<file path="src/design/lrs_pkg.sv">
// lrs_pkg: shared widths, register codes and controller/datapath interface types
// for the stereo linear resampler. No dependencies.
package lrs_pkg;

  localparam int SAMPLE_W   = 32;
  localparam int Q_W        = 24;   // Q1.23 internal sample
  localparam int PCM_W      = 16;
  localparam int PCM_SH     = 15;   // 32767 = 2^15 - 1
  localparam int RATE_W     = 18;
  localparam int PHASE_W    = 18;
  localparam int CHAN_W     = 4;
  localparam int CFG_IDX_W  = 2;
  localparam int CFG_DATA_W = 18;

  localparam int MIN_RATE    = 8000;
  localparam int MAX_RESULTS = 6;
  localparam int CNT_W       = $clog2(MAX_RESULTS + 1);

  localparam int OUTPUT_RATE_DEF   = 48000;
  localparam int FRACTION_BITS_DEF = 16;

  localparam logic [CFG_IDX_W-1:0] CFG_INPUT_RATE    = 2'd0;
  localparam logic [CFG_IDX_W-1:0] CFG_CHANNEL_COUNT = 2'd1;
  localparam logic [CFG_IDX_W-1:0] CFG_SAMPLE_FORMAT = 2'd2;

  // controller -> datapath
  typedef struct packed {
    logic load;     // capture input transaction
    logic decode;   // convert captured samples, seed previous frame
    logic step;     // advance phase one position
    logic issue;    // launch one output frame into the pipeline
    logic last;     // launched frame is the last for this item
  } cmd_t;

  // datapath -> controller
  typedef struct packed {
    logic cfg_ok;
    logic bypass;
    logic step_emit;  // current phase lies inside this input interval
    logic step_done;  // phase leaves the interval after this step
    logic pipe_en;    // pipeline advances this cycle
  } stat_t;

endpackage

</file>
<file path="src/design/lrs_ctrl.sv">
// lrs_ctrl: sequencer for one input item at a time: capture, decode, phase steps.
// Depends on lrs_pkg (cmd_t, stat_t, MAX_RESULTS).
module lrs_ctrl (
  input  logic           clk,
  input  logic           rst,
  input  logic           in_valid,
  output logic           in_ready,
  input  lrs_pkg::stat_t stat,
  output lrs_pkg::cmd_t  cmd
);

  localparam logic [1:0] ST_IDLE   = 2'd0;
  localparam logic [1:0] ST_DECODE = 2'd1;
  localparam logic [1:0] ST_RUN    = 2'd2;

  logic [1:0]                state, state_next;
  logic [lrs_pkg::CNT_W-1:0] cnt, cnt_next;
  logic                      room;

  assign room     = cnt < lrs_pkg::CNT_W'(lrs_pkg::MAX_RESULTS);
  assign in_ready = (state == ST_IDLE);

  always_comb begin
    state_next = state;
    cnt_next   = cnt;
    cmd        = '0;
    case (state)
      ST_IDLE: begin
        cmd.load = in_valid;
        // drop the transaction when the configuration is invalid
        if (in_valid && stat.cfg_ok) begin
          state_next = ST_DECODE;
        end
      end
      ST_DECODE: begin
        cmd.decode = 1'b1;
        cnt_next   = '0;
        state_next = ST_RUN;
      end
      ST_RUN: begin
        if (stat.pipe_en) begin
          cmd.step = 1'b1;
          if (stat.bypass) begin
            cmd.issue  = 1'b1;
            cmd.last   = 1'b1;
            state_next = ST_IDLE;
          end else begin
            // past the frame limit, keep stepping the phase without output
            cmd.issue = stat.step_emit && room;
            cmd.last  = stat.step_done ||
                        (cnt == lrs_pkg::CNT_W'(lrs_pkg::MAX_RESULTS - 1));
            if (cmd.issue) begin
              cnt_next = cnt + 1'b1;
            end
            if (stat.step_done) begin
              state_next = ST_IDLE;
            end
          end
        end
      end
      default: begin
        state_next = ST_IDLE;
      end
    endcase
  end

  always_ff @(posedge clk) begin
    if (rst) begin
      state <= ST_IDLE;
      cnt   <= '0;
    end else begin
      state <= state_next;
      cnt   <= cnt_next;
    end
  end

endmodule

</file>
<file path="src/design/lrs_dpath.sv">
// lrs_dpath: sample decode, previous frame and phase state, and the frame pipeline
// (fraction by reciprocal, interpolation, PCM16 scaling, output register).
// Depends on lrs_pkg.
module lrs_dpath #(
  parameter int OUTPUT_RATE   = lrs_pkg::OUTPUT_RATE_DEF,
  parameter int FRACTION_BITS = lrs_pkg::FRACTION_BITS_DEF
) (
  input  logic                          clk,
  input  logic                          rst,
  input  lrs_pkg::cmd_t                 cmd,
  output lrs_pkg::stat_t                stat,
  input  logic [lrs_pkg::RATE_W-1:0]    input_rate,
  input  logic [lrs_pkg::CHAN_W-1:0]    channel_count,
  input  logic                          sample_format,
  input  logic [lrs_pkg::SAMPLE_W-1:0]  sample_first,
  input  logic [lrs_pkg::SAMPLE_W-1:0]  sample_second,
  input  logic                          block_final,
  output logic                          out_valid,
  input  logic                          out_ready,
  output logic signed [lrs_pkg::PCM_W-1:0] left_out,
  output logic signed [lrs_pkg::PCM_W-1:0] right_out,
  output logic                          run_last,
  output logic                          block_end
);

  localparam int QW       = lrs_pkg::Q_W;
  localparam int PW       = lrs_pkg::PHASE_W;
  localparam int FB       = FRACTION_BITS;
  localparam int ACC_W    = PW + 1;
  localparam logic [63:0] RECIP = (64'd1 << (FB + PW)) / 64'(OUTPUT_RATE);
  localparam int RECIP_W  = $clog2(RECIP + 64'd1);
  localparam int RP_W     = PW + RECIP_W;
  localparam int OUT_W    = $clog2(OUTPUT_RATE + 1);
  localparam int QO_W     = FB + OUT_W;
  localparam int REM_W    = $clog2(2 * OUTPUT_RATE);
  localparam int DIFF_W   = QW + 1;
  localparam int PROD_W   = DIFF_W + FB + 1;
  localparam int SC_W     = QW + lrs_pkg::PCM_SH;

  // float32 or int16 bits to Q1.23, rounded half away from zero, saturated
  function automatic logic [QW-1:0] decode(input logic [lrs_pkg::SAMPLE_W-1:0] raw,
                                           input logic fmt);
    logic [7:0]  expo;
    logic [6:0]  shift;
    logic [24:0] mant_f;
    logic [24:0] mag;
    logic [QW-1:0] res;
    expo   = raw[30:23];
    mant_f = {2'b01, raw[22:0]};
    shift  = 7'd127 - expo[6:0];
    mag    = '0;
    if (!fmt) begin
      res = {raw[15:0], 8'h00};
    end else if ((expo == 8'hFF && raw[22:0] != '0) || expo == 8'h00) begin
      res = '0;
    end else begin
      if (expo >= 8'd127) begin
        mag = 25'd1 << (QW - 1);
      end else if (shift > 7'd25) begin
        mag = '0;
      end else begin
        mag = (mant_f + (25'd1 << (shift - 7'd1))) >> shift;
        if (mag > (25'd1 << (QW - 1))) begin
          mag = 25'd1 << (QW - 1);
        end
      end
      if (raw[31]) begin
        res = QW'(~mag + 25'd1);
      end else if (mag > 25'((1 << (QW - 1)) - 1)) begin
        res = QW'((1 << (QW - 1)) - 1);
      end else begin
        res = mag[QW-1:0];
      end
    end
    return res;
  endfunction

  // item registers
  logic [lrs_pkg::SAMPLE_W-1:0] in_first, in_second;
  logic                         in_final;
  logic [QW-1:0]                cur [2];
  logic [QW-1:0]                prev [2];
  logic [QW-1:0]                dec [2];
  logic                         have_prev;
  logic [PW-1:0]                phase_num;
  logic [ACC_W-1:0]             ph_work, ph_adv;
  logic                         below, done, bypass, en;

  // pipeline
  logic              v1, v2, v3, v4, v5, v6;
  logic              last1, last2, last3, last4, last5, last6;
  logic              fin1, fin2, fin3, fin4, fin5, fin6;
  logic [QW-1:0]     a1 [2], b1 [2], a2 [2], b2 [2], a3 [2], b3 [2], a4 [2];
  logic [PW-1:0]     ph1, ph2;
  logic [FB-1:0]     q2, frac3, frac_c;
  logic [RP_W-1:0]   recip_prod;
  logic [QO_W-1:0]   qo;
  logic [PW+FB-1:0]  ph_sh;
  logic [REM_W-1:0]  rem;
  logic signed [DIFF_W-1:0] diff [2];
  logic signed [PROD_W-1:0] prod [2], prod4 [2], prod_sh [2];
  logic [DIFF_W-1:0] y_sum [2];
  logic [QW-1:0]     y5 [2], mag [2];
  logic [SC_W-1:0]   scaled [2], scaled6 [2], rnd [2];
  logic              neg6 [2];
  logic [lrs_pkg::PCM_W-1:0] pcm [2];

  assign bypass = (input_rate == lrs_pkg::RATE_W'(OUTPUT_RATE));
  assign en     = !out_valid || out_ready;
  assign below  = ph_work < ACC_W'(OUTPUT_RATE);
  assign ph_adv = below ? ph_work + ACC_W'(input_rate) : ph_work;
  assign done   = ph_adv >= ACC_W'(OUTPUT_RATE);

  assign stat.cfg_ok    = (input_rate >= lrs_pkg::RATE_W'(lrs_pkg::MIN_RATE)) &&
                          (channel_count != '0);
  assign stat.bypass    = bypass;
  assign stat.step_emit = below;
  assign stat.step_done = done;
  assign stat.pipe_en   = en;

  assign dec[0] = decode(in_first, sample_format);
  assign dec[1] = (channel_count == lrs_pkg::CHAN_W'(1)) ? dec[0]
                                                         : decode(in_second, sample_format);

  // fraction: estimate by reciprocal, then one correction step
  assign recip_prod = RP_W'(ph1) * RP_W'(RECIP);
  assign qo         = QO_W'(q2) * QO_W'(OUTPUT_RATE);
  assign ph_sh      = {ph2, {FB{1'b0}}};
  assign rem        = ph_sh[REM_W-1:0] - qo[REM_W-1:0];
  assign frac_c     = q2 + FB'(rem >= REM_W'(OUTPUT_RATE));

  always_comb begin
    for (int k = 0; k < 2; k++) begin
      diff[k]    = $signed({b3[k][QW-1], b3[k]}) - $signed({a3[k][QW-1], a3[k]});
      prod[k]    = PROD_W'(diff[k]) * PROD_W'($signed({1'b0, frac3}));
      prod_sh[k] = prod4[k] >>> FB;
      y_sum[k]   = {a4[k][QW-1], a4[k]} + prod_sh[k][DIFF_W-1:0];
      mag[k]     = y5[k][QW-1] ? (~y5[k] + 1'b1) : y5[k];
      scaled[k]  = {mag[k], {lrs_pkg::PCM_SH{1'b0}}} - SC_W'(mag[k]);
      rnd[k]     = scaled6[k] + SC_W'(1 << (QW - 2));
      pcm[k]     = neg6[k] ? (~rnd[k][SC_W-1 -: lrs_pkg::PCM_W] + 1'b1)
                           : rnd[k][SC_W-1 -: lrs_pkg::PCM_W];
    end
  end

  // control state and valid bits
  always_ff @(posedge clk) begin
    if (rst) begin
      have_prev <= 1'b0;
      phase_num <= '0;
      ph_work   <= '0;
      prev[0]   <= '0;
      prev[1]   <= '0;
      v1 <= 1'b0; v2 <= 1'b0; v3 <= 1'b0; v4 <= 1'b0; v5 <= 1'b0; v6 <= 1'b0;
      out_valid <= 1'b0;
    end else begin
      if (cmd.decode) begin
        ph_work <= ACC_W'(phase_num);
        // first frame serves as its own predecessor
        if (!bypass && !have_prev) begin
          prev[0]   <= dec[0];
          prev[1]   <= dec[1];
          have_prev <= 1'b1;
        end
      end
      if (cmd.step && !bypass) begin
        ph_work <= ph_adv;
        if (done) begin
          phase_num <= PW'(ph_adv - ACC_W'(OUTPUT_RATE));
          prev[0]   <= cur[0];
          prev[1]   <= cur[1];
        end
      end
      if (en) begin
        v1 <= cmd.issue;
        v2 <= v1; v3 <= v2; v4 <= v3; v5 <= v4; v6 <= v5;
        out_valid <= v6;
      end
    end
  end

  // payload
  always_ff @(posedge clk) begin
    if (cmd.load) begin
      in_first  <= sample_first;
      in_second <= sample_second;
      in_final  <= block_final;
    end
    if (cmd.decode) begin
      cur[0] <= dec[0];
      cur[1] <= dec[1];
    end
    if (en) begin
      for (int k = 0; k < 2; k++) begin
        a1[k]      <= bypass ? cur[k] : prev[k];
        b1[k]      <= cur[k];
        a2[k]      <= a1[k];
        b2[k]      <= b1[k];
        a3[k]      <= a2[k];
        b3[k]      <= b2[k];
        a4[k]      <= a3[k];
        prod4[k]   <= prod[k];
        y5[k]      <= y_sum[k][QW-1:0];
        scaled6[k] <= scaled[k];
        neg6[k]    <= y5[k][QW-1];
      end
      ph1   <= bypass ? '0 : ph_work[PW-1:0];
      ph2   <= ph1;
      q2    <= recip_prod[PW +: FB];
      frac3 <= frac_c;
      last1 <= cmd.last;
      fin1  <= in_final;
      last2 <= last1; last3 <= last2; last4 <= last3; last5 <= last4; last6 <= last5;
      fin2  <= fin1;  fin3  <= fin2;  fin4  <= fin3;  fin5  <= fin4;  fin6  <= fin5;
      left_out  <= pcm[0];
      right_out <= pcm[1];
      run_last  <= last6;
      block_end <= last6 && fin6;
    end
  end

endmodule

</file>
<file path="src/design/linear_resampler_stereo.sv">
// linear_resampler_stereo: top level with configuration registers, sequencer and
// datapath. Depends on lrs_pkg, lrs_ctrl, lrs_dpath.
//
//   channel | handshake             | payload
//   --------+-----------------------+--------------------------------------------
//   cfg     | cfg_valid / cfg_ready | cfg_index, cfg_data
//   in      | in_valid / in_ready   | sample_first, sample_second, block_final
//   out     | out_valid / out_ready | left_out, right_out, run_last, block_end
//
// An item is captured, then decoded, then takes max(1, k) phase steps (held while stalled),
// k being the output positions in its input interval (steps past six emit nothing);
// bypass takes one phase step, and an item under an invalid configuration ends at capture.
// A launched frame reaches the output through six pipeline stages and the output register.
// Reset clears configuration (items dropped until written), phase and previous frame.
// Low out_ready with a frame held freezes pipeline and phase stepping; cfg_ready stays high.
module linear_resampler_stereo #(
  parameter int OUTPUT_RATE   = lrs_pkg::OUTPUT_RATE_DEF,
  parameter int FRACTION_BITS = lrs_pkg::FRACTION_BITS_DEF
) (
  input  logic                            clk,
  input  logic                            rst,
  input  logic                            cfg_valid,
  output logic                            cfg_ready,
  input  logic [lrs_pkg::CFG_IDX_W-1:0]   cfg_index,
  input  logic [lrs_pkg::CFG_DATA_W-1:0]  cfg_data,
  input  logic                            in_valid,
  output logic                            in_ready,
  input  logic [lrs_pkg::SAMPLE_W-1:0]    sample_first,
  input  logic [lrs_pkg::SAMPLE_W-1:0]    sample_second,
  input  logic                            block_final,
  output logic                            out_valid,
  input  logic                            out_ready,
  output logic signed [lrs_pkg::PCM_W-1:0] left_out,
  output logic signed [lrs_pkg::PCM_W-1:0] right_out,
  output logic                            run_last,
  output logic                            block_end
);

  logic [lrs_pkg::RATE_W-1:0] input_rate;
  logic [lrs_pkg::CHAN_W-1:0] channel_count;
  logic                       sample_format;
  lrs_pkg::cmd_t              cmd;
  lrs_pkg::stat_t             stat;

  assign cfg_ready = 1'b1;

  // unknown indexes are ignored
  always_ff @(posedge clk) begin
    if (rst) begin
      input_rate    <= '0;
      channel_count <= '0;
      sample_format <= 1'b0;
    end else if (cfg_valid && cfg_ready) begin
      case (cfg_index)
        lrs_pkg::CFG_INPUT_RATE:    input_rate    <= cfg_data[lrs_pkg::RATE_W-1:0];
        lrs_pkg::CFG_CHANNEL_COUNT: channel_count <= cfg_data[lrs_pkg::CHAN_W-1:0];
        lrs_pkg::CFG_SAMPLE_FORMAT: sample_format <= cfg_data[0];
        default: begin
        end
      endcase
    end
  end

  lrs_ctrl u_ctrl (
    .clk      (clk),
    .rst      (rst),
    .in_valid (in_valid),
    .in_ready (in_ready),
    .stat     (stat),
    .cmd      (cmd)
  );

  lrs_dpath #(
    .OUTPUT_RATE   (OUTPUT_RATE),
    .FRACTION_BITS (FRACTION_BITS)
  ) u_dpath (
    .clk           (clk),
    .rst           (rst),
    .cmd           (cmd),
    .stat          (stat),
    .input_rate    (input_rate),
    .channel_count (channel_count),
    .sample_format (sample_format),
    .sample_first  (sample_first),
    .sample_second (sample_second),
    .block_final   (block_final),
    .out_valid     (out_valid),
    .out_ready     (out_ready),
    .left_out      (left_out),
    .right_out     (right_out),
    .run_last      (run_last),
    .block_end     (block_end)
  );

`ifndef ASSERT_OFF
  a_issue_moves: assert property (@(posedge clk) disable iff (rst)
    cmd.issue |-> stat.pipe_en)
    else $error("frame launched while pipeline is stalled");

  a_one_item: assert property (@(posedge clk) disable iff (rst)
    (in_valid && in_ready && stat.cfg_ok) |=> !in_ready)
    else $error("new transaction taken while an item is in work");

  a_block_end: assert property (@(posedge clk) disable iff (rst)
    (out_valid && block_end) |-> run_last)
    else $error("block_end without run_last");
`endif

endmodule
</file>
<file path="config.mk">
export PLATFORM = sky130hd
export DESIGN_NAME = linear_resampler_stereo
export DESIGN_NICKNAME = d
export VERILOG_FILES = /design/src/design/lrs_pkg.sv /design/src/design/lrs_ctrl.sv /design/src/design/lrs_dpath.sv /design/src/design/linear_resampler_stereo.sv
export SDC_FILE = /design/constraint.sdc
export NUM_CORES = 2
export LEC_CHECK = 0
export BUFFER_PORTS_ARGS = -buffer_cell sky130_fd_sc_hd__buf_2
export CAP_MARGIN = 20
export CORE_MARGIN = 4
export CORE_UTILIZATION = 41
export CTS_BUF_LIST = sky130_fd_sc_hd__clkbuf_8
export DETAILED_ROUTE_END_ITERATION = 10
export GPL_ROUTABILITY_DRIVEN = 1
export HOLD_SLACK_MARGIN = 0.05
export PLACE_DENSITY = 0.64
export SYNTH_ARGS = -nofsm -noshare
export SYNTH_HDL_FRONTEND = slang
export SYNTH_SLANG_ARGS = --single-unit
</file>
<file path="constraint.sdc">
create_clock -name clk -period 25.3 [get_ports clk]
set_input_delay 3.795 -clock clk [delete_from_list [all_inputs] [get_ports clk]]
set_output_delay 3.795 -clock clk [all_outputs]
set_load 0.005 [all_outputs]
</file>
======== After elaboration in Yosys (flattened, before gate mapping) ========
Memories as Yosys holds them, arrays and structs flattened.
Cells that the tools add are included.
cells by class
  add/sub/neg operators ................... 25
  multipliers ............................. 4
  order comparisons ....................... 13
  eq/ne operators ......................... 14
  shift-type cells ........................ 4
  mux-type cells .......................... 60
  bitwise logic cells ..................... 10
  reductions and logical operators ........ 32
operators with widths
  operator                  count
  $mux W24                  17
  $mux W25                  10
  $add A24 B1 Y24 const B   4
  $not A24 Y24              4
  $mul A25 B17 Y42          2
  $add A39 B23 Y39 const B  2
  $sub A39 B24 Y39          2
  $mux W19                  3
  $add A24 B25 Y25          2
  $gt A25 B23 Y1 const B    2
  $gt A25 B24 Y1 const B    2
  $shl A1 B7 Y25 const A    2
  $shr A25 B7 Y25           2
  $sub A24 B24 Y25          2
  $add A24 B24 Y24          2
  $reduce_bool A23 Y1       2
  $mul A18 B19 Y34 const B  1
  $add A16 B1 Y16 const B   2
  $mux W16                  2
  $not A16 Y16              2
  $add A19 B18 Y19          1
  $ge A19 B16 Y1 const B    1
  $lt A19 B16 Y1 const B    1
  $eq A18 B16 Y1 const B    1
  other kinds (36)          91
word-level totals
  flip-flop bits (word level) ............. 235
  bits in writable memories ............... 644
  input port bits ......................... 90
  output and inout bits ................... 37
  logic and storage cells ................. 213
  memories kept ........................... 13
memories
  memory           words  width  rd ports  clocked after Yosys merged registers in  write ports  RTL line          source
  u_dpath.prod4    2      42     2         0                                        2            lrs_dpath.sv:101  logic signed [PROD_W-1:0] prod [2], prod4 [2], prod_sh [2];
  u_dpath.scaled6  2      39     2         0                                        2            lrs_dpath.sv:104  logic [SC_W-1:0] scaled [2], scaled6 [2], rnd [2];
  u_dpath.a1       2      24     2         0                                        2            lrs_dpath.sv:93   logic [QW-1:0] a1 [2], b1 [2], a2 [2], b2 [2], a3 [2], b3 [2], a4 [2];
  u_dpath.a2       2      24     2         0                                        2            lrs_dpath.sv:93
  u_dpath.a3       2      24     2         0                                        2            lrs_dpath.sv:93
  u_dpath.a4       2      24     2         0                                        2            lrs_dpath.sv:93
  7 more memories  n/a    n/a    n/a       n/a                                      n/a          n/a

======== Longest topological paths before layout ========
  depth in word-level cells ............... 19
  gate-level depth with buffers ........... 44
  depth with buffers taken out ............ 43

======== Modules after synthesis ========
Synthesis repeated with hierarchy kept, for this count alone.
second synthesis, totals
  cells, all modules ...................... 7931
  area, all modules ....................... 78527.8 µm²
modules (own cells, without submodules)
  module                   instances  cells an instance  area each (µm²)  sequential area each (µm²)
  lrs_dpath                1          7795               77167.8          22701.8
  linear_resampler_stereo  1          98                 1032.2           460.4
  lrs_ctrl                 1          38                 327.8            100.1

======== Worst setup path before layout ========
Ideal clock, no wire load.
  kind .................................... input port to flip-flop
  start point ............................. input port out_ready
  end point ............................... memory u_dpath.prev[0][0] in the netlist's numbering, enable pin
  setup time .............................. 0.852 ns
  data arrival time ....................... 19.580 ns
  data required time ...................... 24.448 ns
  slack ................................... 4.868 ns
  stages on the path ...................... 10
  buffers on the path ..................... 3
  cell sequence ........................... nor2b_1 > clkbuf_1 > clkinv_1 > nand2_1 > nor2_1 > and2_1 > clkbuf_1 > buf_1 > nor2_1 > o21ai_0
RTL lines
  element             RTL line                       source
  start: declaration  linear_resampler_stereo.sv:32  input logic out_ready,
  end: declaration    lrs_dpath.sv:82                logic [QW-1:0] prev [2];

==> summary.md <==
| Metric | Value |
|---|---|
| Clock power share | `0.178` |
| Placed cells | `between 10000 and 15000` |
| Top cells by count, synth | `inv_1, nand2_1, fa_1, edfxtp_1, ha_1` |
| # rows | `160` |
| Combinational Power Share | `0.534` |
| Top cell type's share of synthesized area | `0.278` |
| Sw frac | `0.419` |
| Avg Synthesized Cell Area | `9.95 um^2` |
| Buffers on Ports | `~130` |
| # H-tree levels | `4` |
| Max stage delay on crit path | `560 ps` |
| WHS Path Cells | `0` |
| Clock transition at the registers of the reported paths | `50 ps` |
| Final Setup Violations | `0` |
| Crit path DAT | `11710 ps` |
| Layout cells sized above 1 | `0.0733` |
| Number of global-route vias before repair | `59600` |
| Setup bufs post-CTS | `0` |
| Pin slew with the least headroom to its limit | `1140 ps` |
| Slew Limit Fails | `0` |
| Area occupied by multi-input gates | `0.0494 mm^2` |
| Top_reg_cell synth | `edfxtp_1` |
| Synthesis Warnings | `0` |
| Hold Path End | `u_dpath.a3[0][32]$_DFFE_PN_` |
| Post-synth EDFFs | `726` |
| Syn nets | `9403` |
| Final Instance Area | `between 0.08 and 0.09 mm^2` |
| Final period utilization | `0.439` |
| #FFs+latches synth | `799` |
| Post-synthesis cell type count | `roughly 120` |
| Non-Filler Instances | `10600` |
| Max-Cap Viols | `0` |
| Num Clock Sinks | `799` |
| Max Freq | `90.1 MHz` |
| VDD IR max | `0.0000600 V` |
| Via count | `approximately 57000` |
| Max stage delay cell, worst path | `fa_1` |
| HP Start | `u_dpath.a2[0][32]$_DFFE_PN_` |
| Final core occ | `0.445` |
| DRT Wirelength | `204000 um` |
| Tightest Hold Check Type | `flip-flop to flip-flop` |
| Most frequent cell after synthesis | `inv_1` |
| Worst r2r src | `u_dpath.b3[0][1]$_DFFE_PN_` |
| Dominant cells by area after synthesis | `edfxtp_1, fa_1, ha_1` |
| Fin Clk Skew | `51.4 ps` |
| NetSw | `0.00283 W` |
| CTS tree | `done` |
| Status | `completed` |
| Worst Reg-to-Reg Cells | `43` |
| Initial DRC count | `3858` |
| Initial core utilization | `0.412` |
| Synthesized area | `0.0783 mm^2` |
| Fill count | `17900` |
| Synth area leader | `edfxtp_1` |
| Drt drc | `0` |
| CTS Hold Bufs | `0` |
| Syn-to-layout area delta | `8.10%` |
| Worst rel slew slack | `0.235` |
| Final HPWL DP | `156000 um` |
| Post-synthesis sequential area ratio | `0.297` |
| Unrepaired setup endpoints after global routing | `no` |
| Nets@finish | `between 9000 and 10000` |
| Core outline area | `between 0.15 and 0.2 mm^2` |
| Clk_lat worst skew | `880 ps` |
| Area after DPL | `between 0.08 and 0.09 mm^2` |
| Post-Syn Instances | `around 8000` |
| Crit-path max FO | `16` |
| Final Hold Fails | `0` |
| Drt pass-1 iters | `6` |
| Total track usage | `0.207` |
| Setup TNS Final | `0 ps` |
| Total Die Area | `approximately 0.20 mm^2` |
| Die height | `445 um` |
| GRT overflow | `0` |
| Final min period | `approximately 11000 ps` |
| Pleak | `36.8 nW` |
| WL/cell | `19.3 um` |
| First-pass GRT wire length | `~330000 um` |
| Crit path launch type | `flip-flop` |
| # IOs | `127` |
| Setup CP Type | `flip-flop to flip-flop` |
| Vias per cell | `approximately 5.4` |
| FF/Latch Area | `0.0233 mm^2` |
| CTS Root Cell | `clkbuf_8` |
| R2R Path End | `u_dpath.prod4[0][39]$_DFFE_PN_` |
| Power Total | `0.00674 W` |
| PostCTS Resize Cnt | `0` |
| CP Capture Type | `flip-flop` |
| Worst-case clock buffer depth | `3` |
| Initial antenna violation count | `2` |
| Fraction of registers with async set/reset | `0` |
| Pwr dens | `79.7 mW/mm^2` |
| CP required | `25910 ps` |
| Die X | `445 um` |
| RD Place Congestion | `0.944` |
| R2R setup slack | `14200 ps` |
| Largest net degree at the start of global routing | `191` |
| Remaining antenna violation count after routing | `0` |
| Worst Setup SP | `u_dpath.b3[0][1]$_DFFE_PN_` |
| Cts bufs inserted | `138` |
| Seq pwr share | `0.288` |
| Cell Int Power | `between 0.003 and 0.004 W` |
per-layer routing:
metal,share of wire,up-vias,global-route usage
li1,-,26700,-
met1,0.43,28500,0.270
met2,0.48,1774,0.352
met3,0.052,378,0.0285
met4,0.039,0,0.0761
met5,0,-,0
placed cells by master, fill, tap and decap left out, types with 30 or more instances in the layout:
cell type / instances
and2_1: 343
nand2_1: 915
a21o_1: 84
nor3_1: 137
o21a_1: 50
buf_4: 110
xor2_1: 143
dfxtp_1: 73
o31ai_1: 51
a21oi_1: 268
inv_1: 1248
edfxtp_1: 726
xnor2_1: 226
ha_1: 558
or3_1: 49
clkbuf_8: 141
a31oi_1: 52
nand2b_1: 53
buf_2: 125
o21ai_0: 199
nor2b_1: 73
a22o_1: 39
mux2i_1: 36
and3_1: 65
fa_1: 886
a211oi_1: 46
nand4_1: 42
nor4_1: 52
or2_2: 30
mux2_2: 58
nor2_1: 399
o211ai_1: 50
nand3_1: 151
how the worst max path moves through the flow:
stage | depth (start not counted) | slack, ps | endpoint
floorplan | 10 | 4870 | u_dpath.prev[0][0]$_DFFE_PP_
global placement | 42 | 14420 | u_dpath.prod4[0][39]$_DFFE_PN_
detailed placement | 43 | 14250 | u_dpath.prod4[0][39]$_DFFE_PN_
CTS | 43 | 14180 | u_dpath.prod4[0][39]$_DFFE_PN_
global route | 44 | 13350 | u_dpath.prod4[0][39]$_DFFE_PN_
finish | 43 | 14200 | u_dpath.prod4[0][39]$_DFFE_PN_
state kept, by name, indices dropped and copies added (netlist names), 19 cells and up:
register           cells
u_dpath.b2            48
u_dpath.prod4         48
u_dpath.b1            48
u_dpath.ph_work       19
u_dpath.y5            48
u_dpath.a4            48
u_dpath.b3            48
u_dpath.in_second     32
u_dpath.a2            48
u_dpath.cur           48
u_dpath.a3            48
u_dpath.prev          48
u_dpath.scaled6       34
u_dpath.a1            48
u_dpath.in_first      32
power groups by stage:
stage	clock network [W]	registers, W	logic [W]
3_5_place_dp	0	0.00197	0.00362
4_1_cts	0.00124	0.00194	0.00364
2_1_floorplan	0	0.00189	0.00276
3_3_place_gp	0	0.00196	0.00351
5_1_grt	0.00130	0.00197	0.00413
6_report	0.00120	0.00194	0.00360
logic make-up after synthesis:
kind of cell / Yosys count / synth area share
adder cells (fa/ha/maj): 1444 / 0.316
buffers and inverters: 1517 / 0.0733
AND/OR/NAND/NOR: 2413 / 0.149
XOR/XNOR: 373 / 0.0417
AO/OA/AOI/OAI: 1226 / 0.110
flip-flops: 799 / 0.297
multiplexers: 96 / 0.0135
other: 1 / 0.0000479
through the flow:
stage,setup WS (ps),hold WS (ps)
after floorplan,4870,400
after global placement,14420,400
after detailed placement,14250,405
after CTS,14180,381
after global routing,13350,383
final,14200,385
worst max-delay path: cells and delay by family (launching register included):
kind,cells,cell delay (ps)
simple gates,6,1020
xor+xnor,2,220
buf+inv,6,540
fa+ha+maj,8,3560
flops,1,440
compound gates,21,5070
area by class of cell:
class / count / area share
Sequential cell: 799 / 0.275
Antenna cell: 3 / 0.0000887
Tap cell: 2511 / 0.0371
Multi-Input combinational cell: 5553 / 0.583
Clock buffer: 141 / 0.0229
Clock inverter: 105 / 0.0100
Inverter: 1217 / 0.0541
Timing Repair Buffer: 238 / 0.0176
Power figures use the tool's default switching activity.
